--- config.mk ---
export PLATFORM = sky130hd
export DESIGN_NAME = sysex_7bit_unpack_checker_unit
export DESIGN_NICKNAME = d
export VERILOG_FILES = /design/src/rtl/sx7u_pkg.sv /design/src/rtl/sysex_7bit_unpack_checker_unit.sv
export SDC_FILE = /design/constraint.sdc
export NUM_CORES = 1
export LEC_CHECK = 0
export ABC_AREA = 1
export BUFFER_PORTS_ARGS = -buffer_cell sky130_fd_sc_hd__buf_2
export CAP_MARGIN = 15
export CORE_MARGIN = 2
export CORE_UTILIZATION = 35
export DETAILED_ROUTE_END_ITERATION = 7
export PLACE_DENSITY = 0.58
export REMOVE_ABC_BUFFERS = 1
export SYNTH_ARGS = -nofsm -noshare
export SYNTH_HDL_FRONTEND = slang
export SYNTH_SLANG_ARGS = --single-unit
--- constraint.sdc ---
create_clock -name clk -period 8.46 [get_ports clk]
set_input_delay 1.692 -clock clk [delete_from_list [all_inputs] [get_ports clk]]
set_output_delay 1.692 -clock clk [all_outputs]
set_load 0.02 [all_outputs]
--- src/rtl/sx7u_pkg.sv ---
`timescale 1ns / 1ps

package sx7u_pkg;

    localparam int GROUP_LEN   = 7;
    localparam int BYTE_W      = 8;
    localparam int COUNT_W     = 16;
    localparam int S_TDATA_W   = 8;
    localparam int M_TDATA_W   = 32;

    localparam logic [COUNT_W-1:0] CAP_RESET = 16'hFFFF;

    // Bit positions of the result fields in m_tdata
    localparam int M_BYTE_LSB  = 0;
    localparam int M_STAT_LSB  = 8;
    localparam int M_STAT_MSB  = 10;
    localparam int M_CNT_LSB   = 11;
    localparam int M_CNT_MSB   = 26;

    typedef enum logic [2:0] {
        ST_OK       = 3'd0,
        ST_HIGH_BIT = 3'd1,
        ST_TRUNC    = 3'd2,
        ST_BAD_MSB  = 3'd3,
        ST_NO_ROOM  = 3'd4
    } status_t;

endpackage

--- src/rtl/sysex_7bit_unpack_checker_unit.sv ---
`timescale 1ns / 1ps

// A word that closes a group passes through the input register, then the emit buffer.
// Throughput: one input word per cycle; a closing word loads up to 8 result words
//   (7 data + status) into the emit buffer, which drains one per cycle while m_tready
//   is high; a later closing word waits until that buffer is empty or taking its final word.
// Reset: clears message state, input register and emit buffer; out_capacity
//   returns to 65535. The group buffer holds no reset value.
module sysex_7bit_unpack_checker_unit
    import sx7u_pkg::*;
(
    input  logic                 clk,
    input  logic                 rst_n,
    input  logic                 cfg_wr_en,
    input  logic [COUNT_W-1:0]   cfg_wr_data,   // out_capacity
    input  logic                 s_tvalid,
    output logic                 s_tready,
    input  logic [S_TDATA_W-1:0] s_tdata,       // [7:0] in_byte
    input  logic                 s_tlast,       // in_last
    output logic                 m_tvalid,
    input  logic                 m_tready,
    output logic [M_TDATA_W-1:0] m_tdata,       // [7:0] out_byte, [10:8] status,
                                                // [26:11] byte_count, [31:27] zero
    output logic                 m_tuser,       // is_status
    output logic                 m_tlast        // run_last
);

    // Configuration
    logic [COUNT_W-1:0] cap_reg;

    // Input register
    logic               in_valid_reg, in_valid_next;
    logic [BYTE_W-1:0]  in_byte_reg;
    logic               in_last_reg;

    // Message state
    logic [2:0]         phase_reg, phase_next;
    logic [6:0]         msb_reg, msb_next;
    logic               dhs_reg, dhs_next;
    logic [COUNT_W-1:0] done_reg, done_next;
    logic               failed_reg, failed_next;
    status_t            code_reg, code_next;
    logic [6:0]         gbuf_reg [GROUP_LEN];

    // Emit buffer: head at slot 0
    logic [3:0]         cnt_reg, cnt_next;
    logic [BYTE_W-1:0]  ebyte_reg [GROUP_LEN];
    logic               estat_reg;
    status_t            ecode_reg;
    logic [COUNT_W-1:0] ecount_reg;

    logic               emit_data;
    logic               gbuf_wr;
    logic [3:0]         total;
    logic               empty_next;
    logic               advance;
    logic               take;
    logic [COUNT_W:0]   sum_wide;
    logic [BYTE_W-1:0]  rebuilt [GROUP_LEN];
    status_t            st_code;
    logic [COUNT_W-1:0] st_count;

    assign take       = m_tvalid && m_tready;
    assign empty_next = (cnt_reg == 4'd0) || ((cnt_reg == 4'd1) && m_tready);
    assign sum_wide   = {1'b0, done_reg} + {{(COUNT_W-2){1'b0}}, phase_reg};

    always_comb
    begin
        phase_next  = phase_reg;
        msb_next    = msb_reg;
        dhs_next    = dhs_reg;
        done_next   = done_reg;
        failed_next = failed_reg;
        code_next   = code_reg;
        emit_data   = 1'b0;
        gbuf_wr     = 1'b0;

        if (!failed_reg)
        begin
            if (phase_reg == 3'd0)
            begin
                if (in_byte_reg[7])
                begin
                    failed_next = 1'b1;
                    code_next   = ST_HIGH_BIT;
                end
                else if (in_last_reg)
                begin
                    failed_next = 1'b1;
                    code_next   = ST_TRUNC;
                end
                else
                begin
                    msb_next   = in_byte_reg[6:0];
                    dhs_next   = 1'b0;
                    phase_next = 3'd1;
                end
            end
            else
            begin
                gbuf_wr = 1'b1;
                if ((phase_reg == 3'(GROUP_LEN)) || in_last_reg)
                begin
                    // Group closes: checks in fixed priority
                    if ((phase_reg != 3'(GROUP_LEN)) && ((msb_reg >> phase_reg) != 7'd0))
                    begin
                        failed_next = 1'b1;
                        code_next   = ST_BAD_MSB;
                    end
                    else if (sum_wide > {1'b0, cap_reg})
                    begin
                        failed_next = 1'b1;
                        code_next   = ST_NO_ROOM;
                    end
                    else if (dhs_reg || in_byte_reg[7])
                    begin
                        failed_next = 1'b1;
                        code_next   = ST_HIGH_BIT;
                    end
                    else
                    begin
                        emit_data = 1'b1;
                        done_next = sum_wide[COUNT_W-1:0];
                    end
                    phase_next = 3'd0;
                    dhs_next   = 1'b0;
                end
                else
                begin
                    phase_next = phase_reg + 3'd1;
                    dhs_next   = dhs_reg | in_byte_reg[7];
                end
            end
        end

        st_code  = failed_next ? code_next : ST_OK;
        st_count = failed_next ? '0 : done_next;

        if (in_last_reg)
        begin
            phase_next  = 3'd0;
            msb_next    = 7'd0;
            dhs_next    = 1'b0;
            done_next   = '0;
            failed_next = 1'b0;
            code_next   = ST_OK;
        end
    end

    // Rebuild bytes; the closing byte comes straight from the input register
    always_comb
    begin
        for (int j = 0; j < GROUP_LEN; j++)
        begin
            if (3'(j + 1) == phase_reg)
                rebuilt[j] = {msb_reg[j], in_byte_reg[6:0]};
            else
                rebuilt[j] = {msb_reg[j], gbuf_reg[j]};
        end
    end

    assign total = (emit_data ? {1'b0, phase_reg} : 4'd0) + {3'd0, in_last_reg};
    assign advance  = in_valid_reg && ((total == 4'd0) || empty_next);
    assign s_tready = !in_valid_reg || advance;

    always_comb
    begin
        in_valid_next = in_valid_reg;
        if (s_tvalid && s_tready)
            in_valid_next = 1'b1;
        else if (advance)
            in_valid_next = 1'b0;

        cnt_next = cnt_reg;
        if (advance && (total != 4'd0))
            cnt_next = total;
        else if (take)
            cnt_next = cnt_reg - 4'd1;
    end

    always_ff @(posedge clk or negedge rst_n)
    begin
        if (!rst_n)
        begin
            cap_reg      <= CAP_RESET;
            in_valid_reg <= 1'b0;
            phase_reg    <= 3'd0;
            msb_reg      <= 7'd0;
            dhs_reg      <= 1'b0;
            done_reg     <= '0;
            failed_reg   <= 1'b0;
            code_reg     <= ST_OK;
            cnt_reg      <= 4'd0;
        end
        else
        begin
            if (cfg_wr_en)
                cap_reg <= cfg_wr_data;
            in_valid_reg <= in_valid_next;
            cnt_reg      <= cnt_next;
            if (advance)
            begin
                phase_reg  <= phase_next;
                msb_reg    <= msb_next;
                dhs_reg    <= dhs_next;
                done_reg   <= done_next;
                failed_reg <= failed_next;
                code_reg   <= code_next;
            end
        end
    end

    always_ff @(posedge clk)
    begin
        if (s_tvalid && s_tready)
        begin
            in_byte_reg <= s_tdata;
            in_last_reg <= s_tlast;
        end

        if (advance && gbuf_wr)
            gbuf_reg[phase_reg - 3'd1] <= in_byte_reg[6:0];

        if (advance && (total != 4'd0))
        begin
            ebyte_reg  <= rebuilt;
            estat_reg  <= in_last_reg;
            ecode_reg  <= st_code;
            ecount_reg <= st_count;
        end
        else if (take)
        begin
            // Shift toward the head
            for (int j = 0; j < GROUP_LEN - 1; j++)
                ebyte_reg[j] <= ebyte_reg[j + 1];
        end
    end

    logic head_is_status;

    assign head_is_status = estat_reg && (cnt_reg == 4'd1);
    assign m_tvalid = (cnt_reg != 4'd0);
    assign m_tuser  = head_is_status;
    assign m_tlast  = (cnt_reg == 4'd1);

    always_comb
    begin
        m_tdata = '0;
        if (head_is_status)
        begin
            m_tdata[M_STAT_MSB:M_STAT_LSB] = ecode_reg;
            m_tdata[M_CNT_MSB:M_CNT_LSB]   = ecount_reg;
        end
        else
        begin
            m_tdata[M_BYTE_LSB +: BYTE_W] = ebyte_reg[0];
        end
    end

endmodule

==> flow_metrics.tcl, run 1 <==
set metrics [dict create \
    outcome "finished clean" \
    netlist_area_sq_mm 0.00926 \
    crit_required_ns 6.77 \
    ys_top_cells_by_area "edfxtp_1, nand2_1, dfrtp_1, o21ai_0, inv_1" \
    drv_cap 0 \
    hold_viol 0 \
    pre_cts_slack_ns 1.82 \
    cp_slowest_cell "dfrtp_1" \
    syn_to_final_growth_pct 13.0 \
    wl_microns 19900 \
    root_buffer "clkbuf_16" \
    min_path_type "reg2reg" \
    finalSetupTns_ns 0 \
    worstPathMaxFanout 10 \
    ir_drop_v 0.000154 \
    post-route-min-period_ns 7.15 \
    post_drt_via_cell_ratio 4.66 \
    rsz0062_at_grt "no" \
    core_area_sq_mm 0.0260 \
    start_util 0.356 \
    p_leak_nw 4.73 \
    antenna_left 0 \
    ys_warn_count 0 \
    grt_pass1_vias 6527 \
    htreeDepth 4 \
    post-synth-top-count-cell "nand2_1" \
    cts_buffers 17 \
    seqCellArea_sq_mm 0.00535 \
    largest_reg_flops 56 \
    cts-resized-gates 0 \
    overflow 0 \
    post_cts.repair.setup_buffers 0 \
    worst_ep_arrival_time_ns 5.46 \
    num_antenna_cells 0 \
    power.density_mw_per_mm2 284 \
    routabilityCongestion 0.849 \
    row_count 59 \
    synth_top_cell_area_share 0.435 \
    avgRoutedWirePerCell_microns 14.0 \
    fin_skew_ns 0.0126 \
    synth_commonest_cells "nand2_1, edfxtp_1, inv_1" \
    post-dp-hpwl_microns 13700 \
    cp-end-kind "output pin" \
    crit_path_max_incr_delay_ns 0.55 \
    synth-seq-area-share 0.577 \
    clock.fmax_ghz 0.140 \
    ios 66 \
    tightest_slew_ns 1.08 \
    synth_largest_area_cell "edfxtp_1" \
    synth.distinct_cells 36 \
    drc 0 \
    crit_path_start_kind "register" \
    synth_flop_cell "edfxtp_1" \
    grt_usage 0.149 \
    drive_gt1_frac 0.120 \
    synth-seq-cells 186 \
    hold_buffers 0 \
    routed-via-count 6632 \
    worst_slack_ns 1.31 \
    avgSynthCellArea_sq_um 9.04 \
    place.port_buffers 60 \
    drv_slew 0 \
    criticalPathCategory "reg2out" \
    async_flop_share 0.280 \
    grt_pass1_wl_microns 33500 \
    first_iter_violations 464 \
    first_pass_iters 5 \
    cts_sinks 186 \
    clk_pin_slew_ns 0.07 \
    slew_headroom 0.275 \
    syn_inst 1024 \
    antenna_found_initial 0 \
    synth_edf_count 134 \
    fin_nets 1136 \
    fillers 2579 \
    die_height_microns 167 \
    clk_path_buf_depth 2 \
    fin_crit_sh 0.845 \
    timing.critical_path.mode_cell "nor2_1" \
    finalSetupViolCount 0 \
    grt_start_max_net_pins 71 \
    multi_input_area_sq_mm 0.00323 \
    worstSkewPairLatency_ns 0.44 \
    design.die.area_sq_mm 0.0278 \
    die_x_microns 167 \
    cts_tree "done" \
]
==> cells by family after synthesis <==
group / count (synthesis) / synth area share
buf+inv: 172 / 0.0752
compound gates: 143 / 0.0798
simple gates: 471 / 0.205
flops: 186 / 0.577
xor+xnor: 19 / 0.0180
other cells: 1 / 0.000405
mux: 1 / 0.00122
fa+ha+maj: 31 / 0.0427
==> power by group <==
part	total, mW	internal, mW	switching [mW]
Combinational	0.854	0.245	0.608
Sequential	1.31	1.22	0.0893
Clock	0.803	0.402	0.401
==> cell type report <==
class,instances,area share
timing repair buffer,69,0.0352
multi-input combinational,670,0.309
clock buffer,18,0.0410
inverter,131,0.0470
sequential,186,0.511
tap,335,0.0401
clock inverter,14,0.0170
==> worst paths after layout <==
check	startpoint	end	slack (ns)	cells past startpoint
hold reg to reg	dhs_reg	dhs_reg	0.48	2
min in group asynchronous	rst_n	done_reg[6]	1.40	2
setup / recovery	phase_reg[0]	s_tready	1.31	31
hold / removal	dhs_reg	dhs_reg	0.48	2
setup reg to reg	phase_reg[0]	gbuf_reg[1][5]	1.77	33
max in group asynchronous	rst_n	msb_reg[1]	6.57	2
==> cells in the final DEF (no fill, tap or decap), types with 2 or more instances in the layout <==
cell type,instances
nand3_1,35
conb_1,5
inv_1,128
or2_2,3
o21ai_1,9
nand4_1,14
clkinv_8,6
o21ai_0,118
nor3_1,12
nand2_2,3
inv_8,4
nor2_1,92
nor3_2,2
inv_6,2
ha_1,30
clkinv_4,2
clkbuf_16,17
a21oi_1,10
nand2_1,306
buf_2,60
xor2_1,18
and2_1,2
dfrtp_1,36
buf_4,9
edfxtp_1,134
dfstp_2,16
inv_2,2
==> worst max-delay path, delay by kind of cell (launching register included) <==
family,cells,cell delay [ns]
buffers and inverters,4,0.38
xor gates and xnor gates,1,0.18
adders and majority gates,5,1.42
AOI/OAI and AO/OA,1,0.23
DFF,1,0.55
and+or+nand+nor,20,2.24
==> layer usage <==
metal	share of wire	track usage	routed length (microns)
met5	0	0	0
met4	0.014	0.0450	285
met2	0.44	0.232	8730
met3	0.044	0.0259	883
met1	0.50	0.213	10000
==> stage by stage <==
stage	hold WS, ns	area (sq um)	std cells	utilization	total power [mW]
after CTS	0.480	10500	1423	0.403	3.00
final	0.485	10500	1423	0.403	2.97
after global placement	0.458	9860	1391	0.379	2.17
after floorplan	0.443	9070	987	-	1.91
after detailed placement	0.460	9860	1391	0.379	2.19
after global routing	0.501	10500	1423	0.403	3.18
(Power assumes the default switching activity.)
==> inputs of run 2 (changes only) <==
--- a/config.mk
+++ b/config.mk
@@ -5,7 +5,7 @@
 export SDC_FILE = /design/constraint.sdc
 export NUM_CORES = 1
 export LEC_CHECK = 0
-export ABC_AREA = 1
+export ABC_AREA = 0
 export BUFFER_PORTS_ARGS = -buffer_cell sky130_fd_sc_hd__buf_2
 export CAP_MARGIN = 15
 export CORE_MARGIN = 2
==> constraint.sdc (replaced) <==
create_clock -name clk -period 7.5 [get_ports clk]
set_input_delay 1.5 -clock clk [delete_from_list [all_inputs] [get_ports clk]]
set_output_delay 1.5 -clock clk [all_outputs]
set_load 0.02 [all_outputs]
==> run 2 against run 1 <==
- sequential share of layout area shrank 0.41 points
- worst hold slack better by 0.020 ns
- final cell count down 15%
- non-clock buffer count up 9
- largest cell class unchanged
==> flow_metrics.tcl, run 2 <==
set metrics [dict create \
    mostFrequentLayoutCell "edfxtp_1" \
    clk_pin_slew_ns 0.07 \
    clk_path_buf_depth 2 \
    p_leak_nw 4.28 \
    netlist_area_sq_mm 0.00930 \
    start_util 0.357 \
    min_path_type "reg2reg" \
    drv_cap 0 \
    final_cell_mix "edfxtp_1, nor2_1, a21oi_1, nand2_1, buf_2" \
    place.port_buffers 60 \
    routabilityCongestion 0.831 \
    worst_ep_arrival_time_ns 5.56 \
    criticalPathCategory "reg2out" \
    avgRoutedWirePerCell_microns 15.6 \
    avgSynthCellArea_sq_um 11.5 \
    antenna_left 0 \
    fin_crit_sh 0.941 \
    fin_nets 922 \
    finalSetupViolCount 0 \
    syn_inst 807 \
    post-route-min-period_ns 7.06 \
    row_count 59 \
    drv_slew 0 \
    num_antenna_cells 0 \
    first_iter_violations 409 \
    hold_viol 0 \
    grt_pass1_wl_microns 31000 \
    root_buffer "clkbuf_16" \
    first_pass_iters 5 \
    async_flop_share 0.280 \
    cts_buffers 17 \
    drive_gt1_frac 0.183 \
    design.die.area_sq_mm 0.0279 \
    antenna_found_initial 0 \
    cts_sinks 186 \
    synth.distinct_cells 69 \
    dp.cells 1173 \
    drc 0 \
    r2r_setup_slack_ns 1.16 \
    hold_ws_ns 0.505 \
    largest_reg_flops 56 \
    synth-seq-area-share 0.575 \
    pre_cts_slack_ns 0.548 \
    post-dp-hpwl_microns 12400 \
    post_drt_via_cell_ratio 4.94 \
    tightest_slew_ns 0.996 \
    die_height_microns 167 \
    synth-seq-cells 186 \
    grt_pass1_vias 5862 \
    synth_flop_cell "edfxtp_1" \
    fin_area_sq_mm 0.0106 \
    worstPathMaxFanout 20 \
    clock.fmax_ghz 0.142 \
    cp-end-kind "output pin" \
    r2r_cells 24 \
    syn_to_final_growth_pct 13.5 \
    overflow 0 \
    cts_tree "done" \
    hold_buffers 0 \
    fin_skew_ns 0.0101 \
    crit_path_start_kind "register" \
    worst_slack_ns 0.440 \
    synth_largest_area_cell "edfxtp_1" \
    ios 66 \
    worstSkewPairLatency_ns 0.44 \
    power.density_mw_per_mm2 349 \
    fillers 2482 \
    final_cells 1209 \
    ys_warn_count 0 \
    grt_start_max_net_pins 109 \
    crit_required_ns 6.00 \
    routed-via-count 5969 \
    grt_usage 0.139 \
    post-synth-top-count-cell "edfxtp_1" \
    outcome "finished clean" \
    finalSetupTns_ns 0 \
    placedInstanceArea_sq_mm 0.00993 \
    ir_drop_v 0.000204 \
    synth_top_cell_area_share 0.433 \
    core_area_sq_mm 0.0261 \
    hold_depth 2 \
    wl_microns 18800 \
    ys_top_cells_by_area "edfxtp_1, dfrtp_1, mux2i_1, dfstp_2, ha_1" \
    synth_commonest_cells "edfxtp_1, nor2_1, a21oi_1" \
    synth_edf_count 134 \
    die_x_microns 167 \
    htreeDepth 4 \
    slew_headroom 0.336 \
]
## run 2: changes by cell type in the layout (fill, tap and decap cells not counted), moves of 24 or more
cell,before,now
nand2_1,306,67
inv_1,128,30
o21ai_0,118,42
a21oi_1,10,70
mux2i_1,0,45
nand3_1,35,10
and2_1,2,26
## run 2: path summary, 6_finish.rpt
path | to | startpoint
hold reg to reg | code_reg[2] | code_reg[2]
setup reg to reg | gbuf_reg[4][3] | phase_reg[1]
setup / recovery | s_tready | phase_reg[1]
max in group asynchronous | phase_reg[2] | rst_n
min in group asynchronous | done_reg[5] | rst_n
hold / removal | code_reg[2] | code_reg[2]
## run 2: through the flow
step	power, mW	utilization
after floorplan	2.42	-
after global placement	2.78	0.381
after detailed placement	2.80	0.381
after CTS	3.70	0.403
after global routing	3.93	0.405
final	3.69	0.405
## run 2: cell families (layout without fill, tap and decap cells)
logic type                 Yosys count  after routing  share of synthesized area
DFF                                186            186                      0.575
xor gates and xnor gates            25             25                     0.0235
other                                1              5                   0.000403
buffers and inverters               78            141                     0.0393
and+or+nand+nor                    259            259                      0.137
adders and majority gates           31             31                     0.0425
AOI/OAI and AO/OA                  161            161                      0.105
muxes                               66             66                     0.0767
## run 2: final cells by class
| class | instances | area, sq um | area share |
|---|---|---|---|
| clock buffer | 18 | 429 | 0.0407 |
| clock inverter | 14 | 155 | 0.0147 |
| inverter | 31 | 116 | 0.0110 |
| multi-input combinational | 547 | 3630 | 0.344 |
| sequential | 186 | 5350 | 0.507 |
| tap | 335 | 419 | 0.0397 |
| timing repair buffer | 78 | 460 | 0.0436 |
## run 2: worst max-delay path: stages, from the launching register on
cell and delay [ns]:
dfrtp_1 0.47, ha_1 0.33, a21o_1 0.15, a21oi_1 0.44, or3b_1 0.33, nor2_1 0.09
and4_1 0.23, xor2_1 0.15, ha_1 0.31, nand3_1 0.13, nor4_2 0.33, a21boi_1 0.22
o31ai_2 0.13, nand4_1 0.15, buf_4 0.25, nor2_1 0.07, ha_1 0.33, nor2_1 0.06
nand3_1 0.07, nor3_1 0.05, mux2_4 0.32, nor2_1 0.19, nand3_1 0.15, buf_2 0.19
## run 2: timing repair
item	CTS	global route
resized for setup	0	5
setup buffers	0	4
endpoints found under the setup margin	0	1
## run 2: layer usage
metal / vias up / share of wire / GRT usage
li1: 3000 / - / -
met2: 102 / 0.45 / 0.214
met4: 0 / 0.0099 / 0.0379
met5: - / 0 / 0
met1: 2854 / 0.51 / 0.200
met3: 13 / 0.029 / 0.0280
## run 2: power by group
group	leakage, nW	internal, mW	switching [mW]
registers	1.88	1.42	0.187
clock network	0.288	0.475	0.426
logic	2.12	0.467	0.715
total	4.28	2.36	1.33
==> inputs of run 3 (changes only) <==
--- a/config.mk
+++ b/config.mk
@@ -11,7 +11,7 @@
 export CORE_MARGIN = 2
 export CORE_UTILIZATION = 35
 export DETAILED_ROUTE_END_ITERATION = 7
-export PLACE_DENSITY = 0.58
+export PLACE_DENSITY = 0.6
 export REMOVE_ABC_BUFFERS = 1
 export SYNTH_ARGS = -nofsm -noshare
 export SYNTH_HDL_FRONTEND = slang
==> run 3 against run 2 <==
- critical path depth rose by 1
- worst hold slack worse by 0.0031 ns
- non-clock buffer count is the same
- first-iteration DRC count fell by 2.0%
- global-route usage decreased by 0.061 points
- fmax grew 0.32%
==> flow_metrics.tcl, run 3 (synthesized netlist as in run 2, its figures left out) <==
set metrics [dict create \
    ir_drop_v 0.000237 \
    slew_headroom 0.360 \
    mostFrequentLayoutCell "edfxtp_1" \
    pwr-share-clk 0.243 \
    grt_start_max_net_pins 126 \
    criticalPathCategory "reg2out" \
    post-dp-hpwl_microns 12400 \
    pwr-share-comb 0.322 \
    drv_slew 0 \
    final_cell_mix "edfxtp_1, nor2_1, a21oi_1, nand2_1, buf_2" \
    core_area_sq_mm 0.0261 \
    power.density_mw_per_mm2 348 \
    fin_crit_sh 0.938 \
    antenna_left 0 \
    hold_viol 0 \
    worstSkewPairLatency_ns 0.44 \
    p_leak_nw 4.28 \
    first_pass_iters 4 \
    drc 0 \
    drv_cap 0 \
    die_height_microns 167 \
    avgRoutedWirePerCell_microns 15.5 \
    largest_reg_flops 56 \
    worstPathMaxFanout 20 \
    hold_buffers 0 \
    fin_skew_ns 0.00992 \
    dp.cells 1173 \
    min_path_type "reg2reg" \
    clock.fmax_ghz 0.142 \
    post_drt_via_cell_ratio 4.90 \
    cts_sinks 186 \
    fin_nets 922 \
    finalSetupViolCount 0 \
    die_x_microns 167 \
    crit_required_ns 6.00 \
    fin_util 0.406 \
    cts_buffers 17 \
    ios 66 \
    row_count 59 \
    final_cells 1208 \
    place.port_buffers 60 \
    post-route-min-period_ns 7.04 \
    pwr-share-seq 0.435 \
    worst_slack_ns 0.462 \
    clk_pin_slew_ns 0.07 \
    syn_to_final_growth_pct 13.8 \
    multi_input_area_sq_mm 0.00364 \
    p_int_mw 2.36 \
    rsz0062_at_grt "no" \
    grt_pass1_vias 5944 \
    routed-via-count 5924 \
    cp-end-kind "output pin" \
    antenna_found_initial 1 \
    first_iter_violations 401 \
    fillers 2485 \
    num_antenna_cells 0 \
    routabilityCongestion 0.816 \
    wl_microns 18800 \
    cts_tree "done" \
    clk_path_buf_depth 2 \
    grt_pass1_wl_microns 31100 \
    pre_cts_slack_ns 0.539 \
    p_total_mw 3.69 \
    hold_ws_ns 0.502 \
    tightest_slew_ns 0.959 \
    design.die.area_sq_mm 0.0279 \
    overflow 0 \
    grt_usage 0.138 \
    seqCellArea_sq_mm 0.00535 \
    root_buffer "clkbuf_16" \
    p_sw_frac 0.360 \
    start_util 0.357 \
    power_switching_mw 1.33 \
    worst_ep_arrival_time_ns 5.54 \
    outcome "finished clean" \
    drive_gt1_frac 0.187 \
    crit_path_start_kind "register" \
    htreeDepth 4 \
]
==> run 3: cell types whose count changed in the layout (fill, tap and decap cells not counted), sizes merged <==
cell,before,now
inv,38,35
clkbuf,18,17
clkinvlp,1,3
clkinv,5,6
==> run 3: final timing paths <==
path / startpoint / end / slack, ns / cells past startpoint
max: phase_reg[0] / s_tready / 0.46 / 24
min: dhs_reg / dhs_reg / 0.50 / 2
max reg2reg: phase_reg[0] / gbuf_reg[4][1] / 1.16 / 25
min reg2reg: dhs_reg / dhs_reg / 0.50 / 2
max in group asynchronous: rst_n / phase_reg[1] / 5.78 / 2
min in group asynchronous: rst_n / done_reg[6] / 1.21 / 2
==> run 3: metal layers <==
metal / global-route usage / share of wire
met4: 0.0375 / 0.0088
met3: 0.0252 / 0.040
met1: 0.199 / 0.50
met2: 0.215 / 0.46
met5: 0 / 0
==> run 3: through the flow <==
stage / setup TNS (ns) / cell area (sq um)
CTS: 0 / 10500
global route: 0 / 10600
detailed placement: 0 / 9930
finish: 0 / 10600
floorplan: -58.13 / 9060
global placement: 0 / 9930
==> run 3: what timing repair did <==
action,in CTS,in global routing
gates resized for setup,0,9
endpoints found under the setup margin,0,1
setup buffers,0,3
==> run 3: layout make-up <==
cell class                 count  area share
timing repair buffer          78      0.0442
clock inverter                14      0.0153
inverter                      31      0.0110
clock buffer                  17      0.0402
sequential                   186       0.505
multi-input combinational    547       0.344
tap                          335      0.0396
==> run 3: critical path, stage by stage, from the launching register on <==
cell and delay [ns]:
dfrtp_2 0.48, ha_1 0.19, inv_1 0.05, fa_1 0.40, nor2b_1 0.15, o21ai_2 0.16, nor3_4 0.31, nand3_1 0.16
xnor2_1 0.16, ha_1 0.30, nand3_1 0.13, nor4_2 0.33, a21boi_1 0.29, o31ai_4 0.15, nand4_1 0.15, buf_4 0.25
nor2_1 0.07, ha_1 0.33, nor2_1 0.06, nand3_1 0.08, nor3_1 0.05, mux2_4 0.32, nor2_1 0.19, nand3_1 0.15
buf_2 0.19
==> run 3: power by group through the flow <==
| stage | sequential, mW | combinational, mW | clock [mW] |
|---|---|---|---|
| finish | 1.61 | 1.19 | 0.895 |
| floorplan | 1.57 | 0.855 | 0 |
| CTS | 1.60 | 1.18 | 0.919 |
| global route | 1.64 | 1.35 | 0.950 |
| detailed placement | 1.62 | 1.18 | 0 |
| global placement | 1.62 | 1.16 | 0 |
